--- config.mk ---
export PLATFORM = sky130hd
export DESIGN_NAME = cqm_step
export DESIGN_NICKNAME = d
export VERILOG_FILES = /design/src/sv/cqm_pkg.sv /design/src/sv/cqm_step.sv
export SDC_FILE = /design/constraint.sdc
export NUM_CORES = 1
export LEC_CHECK = 0
export ABC_AREA = 1
export BUFFER_PORTS_ARGS = -buffer_cell sky130_fd_sc_hd__buf_2
export CORE_AREA = 2 2 39 41
export DETAILED_ROUTE_END_ITERATION = 12
export DIE_AREA = 0 0 41 43
export GPL_TIMING_DRIVEN = 0
export PLACE_DENSITY = 0.62
export SYNTH_ARGS = -nofsm -noshare
export SYNTH_HDL_FRONTEND = slang
export SYNTH_SLANG_ARGS = --single-unit
--- constraint.sdc ---
create_clock -name vclk -period 1.65
set_input_delay 0.0825 -clock vclk [all_inputs]
set_output_delay 0.0825 -clock vclk [all_outputs]
set_load 0.05 [all_outputs]
--- src/sv/cqm_pkg.sv ---
// Shared constants, payload types and helpers for the completion queue manager.
`default_nettype none

package cqm_pkg;

    localparam int NUM_QUEUES = 16;
    localparam int MAX_DEPTH  = 64;
    localparam int WORD_WIDTH = 64;

    // fixed field widths
    localparam int CMD_W   = 2;
    localparam int QID_W   = 8;
    localparam int DEPTH_W = 7;
    localparam int CW_W    = 64;
    localparam int LIM_W   = 7;
    localparam int STAT_W  = 2;
    localparam int GQ_W    = 5;

    // derived widths
    localparam int Q_W     = (NUM_QUEUES > 1) ? $clog2(NUM_QUEUES) : 1;
    localparam int CNT_W   = $clog2(NUM_QUEUES + 1);
    localparam int IDX_W   = $clog2(MAX_DEPTH);
    localparam int SZ_W    = $clog2(MAX_DEPTH + 1);
    localparam int N_W     = $clog2(MAX_DEPTH + 1);
    localparam int RAM_DEPTH = NUM_QUEUES * MAX_DEPTH;
    localparam int ADDR_W  = $clog2(RAM_DEPTH);

    typedef enum logic [CMD_W-1:0] {
        CMD_CREATE = 2'd0,
        CMD_PUSH   = 2'd1,
        CMD_POLL   = 2'd2,
        CMD_RSVD   = 2'd3
    } t_cmd;

    localparam logic [STAT_W-1:0] ST_OK        = 2'd0;
    localparam logic [STAT_W-1:0] ST_INVALID   = 2'd1;
    localparam logic [STAT_W-1:0] ST_NOT_FOUND = 2'd2;
    localparam logic [STAT_W-1:0] ST_FULL      = 2'd3;

    typedef struct packed {
        logic [CMD_W-1:0]   cmd;
        logic [QID_W-1:0]   queue_id;
        logic [DEPTH_W-1:0] ring_depth;
        logic [CW_W-1:0]    completion_word;
        logic [LIM_W-1:0]   poll_limit;
    } t_cqm_in;

    typedef struct packed {
        logic [STAT_W-1:0] status;
        logic [GQ_W-1:0]   granted_queue;
        logic [CW_W-1:0]   popped_word;
        logic              word_valid;
        logic              last_flag;
    } t_cqm_out;

    // result of the ring pointer step unit
    typedef struct packed {
        logic [IDX_W-1:0] nxt;
        logic             hit;
    } t_step_res;

    function automatic logic [ADDR_W-1:0] ram_addr(input logic [Q_W-1:0] q,
                                                   input logic [IDX_W-1:0] idx);
        ram_addr = ADDR_W'(q) * ADDR_W'(MAX_DEPTH) + ADDR_W'(idx);
    endfunction

endpackage

`default_nettype wire

--- src/sv/cqm_step.sv ---
// Ring pointer step unit: next slot modulo ring size and compare with the other pointer.
`default_nettype none

module cqm_step (
    input  wire logic [cqm_pkg::IDX_W-1:0] i_idx,
    input  wire logic [cqm_pkg::SZ_W-1:0]  i_size,
    input  wire logic [cqm_pkg::IDX_W-1:0] i_cmp,
    output cqm_pkg::t_step_res             o_res
);
    import cqm_pkg::*;

    logic [SZ_W-1:0] inc;

    always_comb begin
        inc = SZ_W'(i_idx) + SZ_W'(1);
        // wrap when the incremented index reaches the ring size
        o_res.nxt = (inc == i_size) ? '0 : IDX_W'(inc);
        o_res.hit = (o_res.nxt == i_cmp);
    end

endmodule

`default_nettype wire

==> results of run 1 <==
## where the power goes
group,internal (uW),total [uW],switching (uW)
clock,0,0,0
sequential,0,0,0
combinational,76.4,212,135
## cell usage after synthesis, drive strengths merged
library cell  count
nor2              8
o21ai             1
nand3            11
a21oi             1
ha                1
nand3b            4
xor2              2
inv              25
nand2            43
## layer usage
metal,global-route usage [%],part of all wire [%],up-vias
met1,18.04,43,249
met2,26.25,54,11
met3,0,2.5,0
met4,0,0,0
li1,-,-,340
met5,0,0,-
## final cells by class
type               instances  area, sq um  area share [%]
repair buffers            26        156.4           22.98
inverters                 25        93.84           13.79
multi-input cells         72        410.4           60.29
well taps                 16        20.02           2.941
## worst max-delay path, cell delays in order
cell and delay (ns):
buf_8 0.10, ha_4 0.27, inv_2 0.03, nand2_1 0.04, nand2_1 0.04, nor2_1 0.10
nand3_1 0.12, nor2_4 0.16, nand3_4 0.12, nand2_2 0.09, xor2_1 0.14, nand2_1 0.10
nor2_4 0.12, buf_6 0.16
## cell families after synthesis
| logic type | synth area share, % |
|---|---|
| buffers and inverters | 20.55 |
| and+or+nand+nor | 69.86 |
| AOI/OAI and AO/OA | 3.013 |
| adders and majority gates | 2.739 |
| xor gates and xnor gates | 3.836 |
## repair_timing
action,in CTS,in global routing
gates resized for setup,13,2
pin swaps,0,6
gates cloned,1,0
endpoints found under the setup margin,1,1
## through the flow
step / cell area (sq um) / power (uW) / worst slack, ns
after global routing: 680.7 / 233.4 / -0.2476
after floorplan: 464.2 / 138.2 / 0.007861
after global placement: 614.3 / 189.5 / -0.3195
after detailed placement: 614.3 / 192.9 / -0.3556
after CTS: 673.1 / 210.8 / -0.1329
final: 680.7 / 211.7 / -0.1113
## path summary, 6_finish.rpt
path                  startpoint        to  slack [ns]  cells past startpoint
worst min-delay path    i_cmp[2]  o_res[0]        0.60                      5
worst max-delay path    i_idx[0]  o_res[0]       -0.11                     14
==> flow_summary.rst, run 1 <==
.. list-table::
   :header-rows: 1

   * - Metric
     - Value
   * - Run status
     - finished with violations
   * - Violated checks
     - negative setup slack
   * - Number of hold-repair buffers added at the cts stage
     - 0
   * - Die outline area
     - 0.001763 sq mm
   * - Global Route Usage Sum
     - 14.09%
   * - Final antenna diode count
     - 0
   * - Syn nets
     - 116
   * - Sort of element at the end of the critical path
     - output port
   * - Vias
     - 600
   * - Transition at the pin with the smallest max-transition slack
     - 0.2603 ns
   * - Chip Height
     - 43 microns
   * - Number of max-slew violations in the final report
     - 0
   * - TNS Setup
     - -0.1113 ns
   * - Count of clock buffers in the final design
     - 0
   * - Most common cell after layout, fill and taps aside
     - nand2_1
   * - Detailed-placement wirelength estimate
     - 961.4 microns
   * - Number of global-route vias before repair
     - 487
   * - Placeable core region
     - 0.001384 sq mm
   * - Share of layout cells above drive strength 1
     - 36.59%
   * - Worst rel slew slack
     - 82.64%
   * - Pin count of the biggest net entering global routing
     - 6
   * - Initial core utilization
     - 33.00%
   * - Period utilization
     - 106.7%
   * - Number of input and output port buffers inserted
     - 26
   * - Class of the tightest hold or removal check
     - in -> out
   * - Total power per unit cell area
     - 311.1 mW/mm^2
   * - Unrepaired setup endpoints after global routing
     - yes
   * - Worst Path Max Fanout
     - 5
   * - Yosys warning count
     - 0
   * - Maximum clock frequency
     - 0.5678 GHz
   * - Final estimated routing congestion in global placement
     - 0.7692
   * - Final Critical Period
     - 1.761 ns
   * - Largest area contributor in the netlist
     - nand2_1
   * - Global-route wire length before repair
     - 1.842 mm
   * - Number of non-filler instances in the completed layout
     - 139
   * - Post-CTS Repair Setup Buffers
     - 0
   * - Crit path setup slack, layout
     - -0.1113 ns
   * - Signed area change from the synthesized netlist to the final layout
     - 49.04%
   * - Final routed wire length divided by cell count
     - 8.086 microns
   * - Sequential area share after synthesis
     - 0%
   * - Number of optimization iterations in the first detailed-route pass
     - 4
   * - Category of the most critical setup path
     - in -> out
   * - Number of max-cap violations
     - 0
   * - Count of antenna-violating nets left after detailed routing
     - 0
   * - Width of the die
     - 41 microns
   * - Io pins
     - 26
   * - Total count of hold-check failures in the final report
     - 0
   * - Total number of sequential cells
     - 0
   * - Via/cell ratio
     - 4.317
   * - Share of Yosys cell area claimed by the top area cell type
     - 31.23%
   * - Drt drc
     - 0
   * - Fin nets
     - 145
   * - Count of unique library cells instantiated by Yosys
     - 15
   * - Placed instance count
     - 138
   * - Critical Path Source Type
     - input port
   * - Sequential cell area
     - 0 sq um
   * - Cells after Synth
     - 96
   * - Average cell area after synthesis
     - 4.757 sq um
   * - Final global-route overflow total
     - 0
   * - Largest cells by area after synthesis
     - nand2_1 31%, inv_1 20%, nand3_1 9.9%, nand2_2 6.8%, nand3b_1 6.6%
   * - Post-layout utilization of the core
     - 49.19%
   * - Routed wire length
     - 1.124 mm
   * - Hold Worst Slack
     - 0.5964 ns
   * - Number of design-rule violations left by the first detailed-router iteration
     - 9
   * - Largest vdd supply drop
     - 127.2 uV
   * - Commonest non-fill, non-tap cells in the layout
     - 35 x nand2_1, 23 x inv_1, 23 x buf_2, 9 x nand3_1, 7 x nand2_2
   * - Leakage dissipation
     - 0.0004406 uW
   * - Fill cell total of the finished layout
     - 155
   * - Crit path arrival time
     - 1.68 ns
   * - Final number of setup-violating endpoints
     - 1
   * - Post-synthesis cell area
     - 456.7 sq um
   * - Required time of the critical path
     - 1.57 ns
   * - Placement row count
     - 14
   * - Antenna violations before repair
     - 0
Note: power is estimated with default switching activity, not from simulation.
==> inputs of run 2 (changes only) <==
--- a/config.mk
+++ b/config.mk
@@ -11,7 +11,6 @@
 export DETAILED_ROUTE_END_ITERATION = 12
 export DIE_AREA = 0 0 41 43
 export GPL_TIMING_DRIVEN = 0
-export PLACE_DENSITY = 0.62
 export SYNTH_ARGS = -nofsm -noshare
 export SYNTH_HDL_FRONTEND = slang
 export SYNTH_SLANG_ARGS = --single-unit
==> run 2 against run 1 <==
Net effect: the flow still finishes with violations (negative setup slack); setup slack better by 0.029 ns; cell count is 1.4% higher; power is 1.5% higher; flip-flop and latch count stayed put; hold slack worse by 0.016 ns; sequential share of layout area stayed put; die area stayed put; fmax is 1.7% higher; combinational power hardly changed; final area is 2.0% higher; routed wire length is 2.7% lower.
==> flow_summary.rst, run 2 (synthesis gave the netlist of run 1 again) <==
.. list-table::
   :header-rows: 1

   * - Metric
     - Value
   * - Worst rel slew slack
     - 83.58% (was 82.64%)
   * - Violated checks
     - negative setup slack (unchanged)
   * - Placement row count
     - 14 (unchanged)
   * - Slowest stage cell, crit path
     - ha_4 (unchanged)
   * - Dominant cell type by count on the critical path
     - nand2_1 (unchanged)
   * - Number of design-rule violations left by the first detailed-router iteration
     - 7 (was 9)
   * - Global-route wire length before repair
     - 1.752 mm (was 1.842 mm)
   * - Transition at the pin with the smallest max-transition slack
     - 0.2480 ns (was 0.2603 ns)
   * - Signed area change from the synthesized netlist to the final layout
     - 52.05% (was 49.04%)
   * - Required time of the critical path
     - 1.57 ns (about the same)
   * - Maximum clock frequency
     - 0.5774 GHz (was 0.5678 GHz)
   * - Number of non-filler instances in the completed layout
     - 141 (was 139)
   * - Via/cell ratio
     - 4.262 (was 4.317)
   * - Cell-by-cell listing of the critical path
     - buf_8 -> ha_4 -> nand2_1 -> inv_1 -> nand2_1 -> nand2_1 -> nand2_1 -> nand2_1 -> nor2_4 -> nand3_4 -> nand2_2 -> xor2_1 -> nand2_1 -> nor2_4 -> buf_8 (was buf_8 -> ha_4 -> inv_2 -> nand2_1 -> nand2_1 -> nor2_1 -> nand3_1 -> nor2_4 -> nand3_4 -> nand2_2 -> xor2_1 -> nand2_1 -> nor2_4 -> buf_6)
   * - Io pins
     - 26 (unchanged)
   * - Post-layout utilization of the core
     - 50.18% (was 49.19%)
   * - Final antenna diode count
     - 0 (unchanged)
   * - Number of max-cap violations
     - 0 (unchanged)
   * - TNS Setup
     - -0.08205 ns (was -0.1113 ns)
   * - Sort of element at the end of the critical path
     - output port (unchanged)
   * - Number of optimization iterations in the first detailed-route pass
     - 4 (unchanged)
   * - Total power of the final layout
     - 215.0 uW (was 211.7 uW)
   * - Placed instance count
     - 138 (unchanged)
   * - Most common cell after layout, fill and taps aside
     - nand2_1 (unchanged)
   * - Final number of setup-violating endpoints
     - 1 (unchanged)
   * - Width of the die
     - 41 microns (unchanged)
   * - Chip Height
     - 43 microns (unchanged)
   * - Peak per-stage delay on the critical path
     - 0.15 ns (was 0.27 ns)
   * - Hold Worst Slack
     - 0.5802 ns (was 0.5964 ns)
   * - Sequential cell area
     - 0 sq um (unchanged)
   * - Final Critical Period
     - 1.732 ns (was 1.761 ns)
   * - Fin nets
     - 147 (was 145)
   * - Critical Path Source Type
     - input port (unchanged)
   * - Class of the tightest hold or removal check
     - in -> out (unchanged)
   * - Unrepaired setup endpoints after global routing
     - yes (unchanged)
   * - Drt drc
     - 0 (unchanged)
   * - Total count of hold-check failures in the final report
     - 0 (unchanged)
   * - Final routed wire length divided by cell count
     - 7.759 microns (was 8.086 microns)
   * - Final global-route overflow total
     - 0 (unchanged)
   * - Pin count of the biggest net entering global routing
     - 6 (unchanged)
   * - Detailed-placement wirelength estimate
     - 922.1 microns (was 961.4 microns)
   * - Category of the most critical setup path
     - in -> out (unchanged)
   * - Beginning of the critical path
     - i_idx[0] (unchanged)
   * - Count of clock buffers in the final design
     - 0 (unchanged)
   * - Largest vdd supply drop
     - 101.1 uV (was 127.2 uV)
   * - Vias
     - 601 (was 600)
   * - Period utilization
     - 105.0% (was 106.7%)
   * - Total number of sequential cells
     - 0 (unchanged)
   * - Final estimated routing congestion in global placement
     - 0.7261 (was 0.7692)
   * - Crit path setup slack, layout
     - -0.08205 ns (was -0.1113 ns)
   * - Initial core utilization
     - 33.00% (unchanged)
   * - Run status
     - finished with violations (unchanged)
   * - Antenna violations before repair
     - 0 (unchanged)
   * - Worst Path Max Fanout
     - 5 (unchanged)
   * - Die outline area
     - 0.001763 sq mm (unchanged)
   * - Total power per unit cell area
     - 309.6 mW/mm^2 (was 311.1 mW/mm^2)
   * - Number of global-route vias before repair
     - 459 (was 487)
   * - Global Route Usage Sum
     - 13.19% (was 14.09%)
   * - Worst setup path end
     - o_res[0] (unchanged)
   * - Number of max-slew violations in the final report
     - 0 (unchanged)
   * - Crit path arrival time
     - 1.65 ns (was 1.68 ns)
   * - Fill cell total of the finished layout
     - 156 (was 155)
   * - Leakage dissipation
     - 0.0004511 uW (was 0.0004406 uW)
   * - Commonest non-fill, non-tap cells in the layout
     - 36 x nand2_1, 23 x inv_1, 22 x buf_2, 9 x nand3_1, 7 x nand2_2 (was 35 x nand2_1, 23 x inv_1, 23 x buf_2, 9 x nand3_1, 7 x nand2_2)
   * - Placeable core region
     - 0.001384 sq mm (unchanged)
   * - Share of layout cells above drive strength 1
     - 36.80% (was 36.59%)
   * - Routed wire length
     - 1.094 mm (was 1.124 mm)
   * - Count of antenna-violating nets left after detailed routing
     - 0 (unchanged)
   * - Number of input and output port buffers inserted
     - 26 (unchanged)
-- run 2: layout make-up --
type	count	area, sq um	area share, %
multi-input cells	72	402.9	58.02
repair buffers	28	177.7	25.59
well taps	16	20.02	2.883
inverters	25	93.84	13.51
-- run 2: worst max-delay path, delay by kind of cell --
family | cells | cell delay [ns]
buffers and inverters | 3 | 0.30
and+or+nand+nor | 10 | 0.97
adders and majority gates | 1 | 0.15
xor gates and xnor gates | 1 | 0.14
-- run 2: power by group --
group / switching [uW] / total (uW) / leakage (uW) / internal [uW]
Combinational: 135 / 215 / 0.000451 / 80.2
Clock: 0 / 0 / 0 / 0
Sequential: 0 / 0 / 0 / 0
Total: 135 / 215 / 0.000451 / 80.2
-- run 2: metrics by stage --
stage	setup WS (ns)	cell area (sq um)
detailed placement	-0.3407	614.3
finish	-0.08205	694.4
CTS	-0.1053	684.4
global placement	-0.3069	614.3
floorplan	0.007861	464.2
global route	-0.2404	694.4
-- run 2: worst min-delay path by stage --
stage	depth (start not counted)	start	slack (ns)	endpoint
floorplan	3	i_cmp[0]	0.39	o_res[0]
global route	5	i_cmp[0]	0.62	o_res[0]
global placement	5	i_cmp[0]	0.64	o_res[0]
detailed placement	5	i_cmp[0]	0.65	o_res[0]
CTS	5	i_cmp[0]	0.59	o_res[0]
finish	5	i_cmp[0]	0.58	o_res[0]
-- run 2: what timing repair did --
item	CTS	global route
gates cloned	1	0
buffers inserted	2	0
pin swaps	6	2
resized for setup	12	4
hold buffers	0	0
endpoints found under the setup margin	1	6
-- run 2: per-layer routing --
layer  GRT usage (%)  up-vias  part of all wire, %
met5               0        -                    0
met4               0        0                    0
met3               0        0                  3.8
met2           22.81       12                   50
met1           18.67      246                   46
li1                -      343                    -
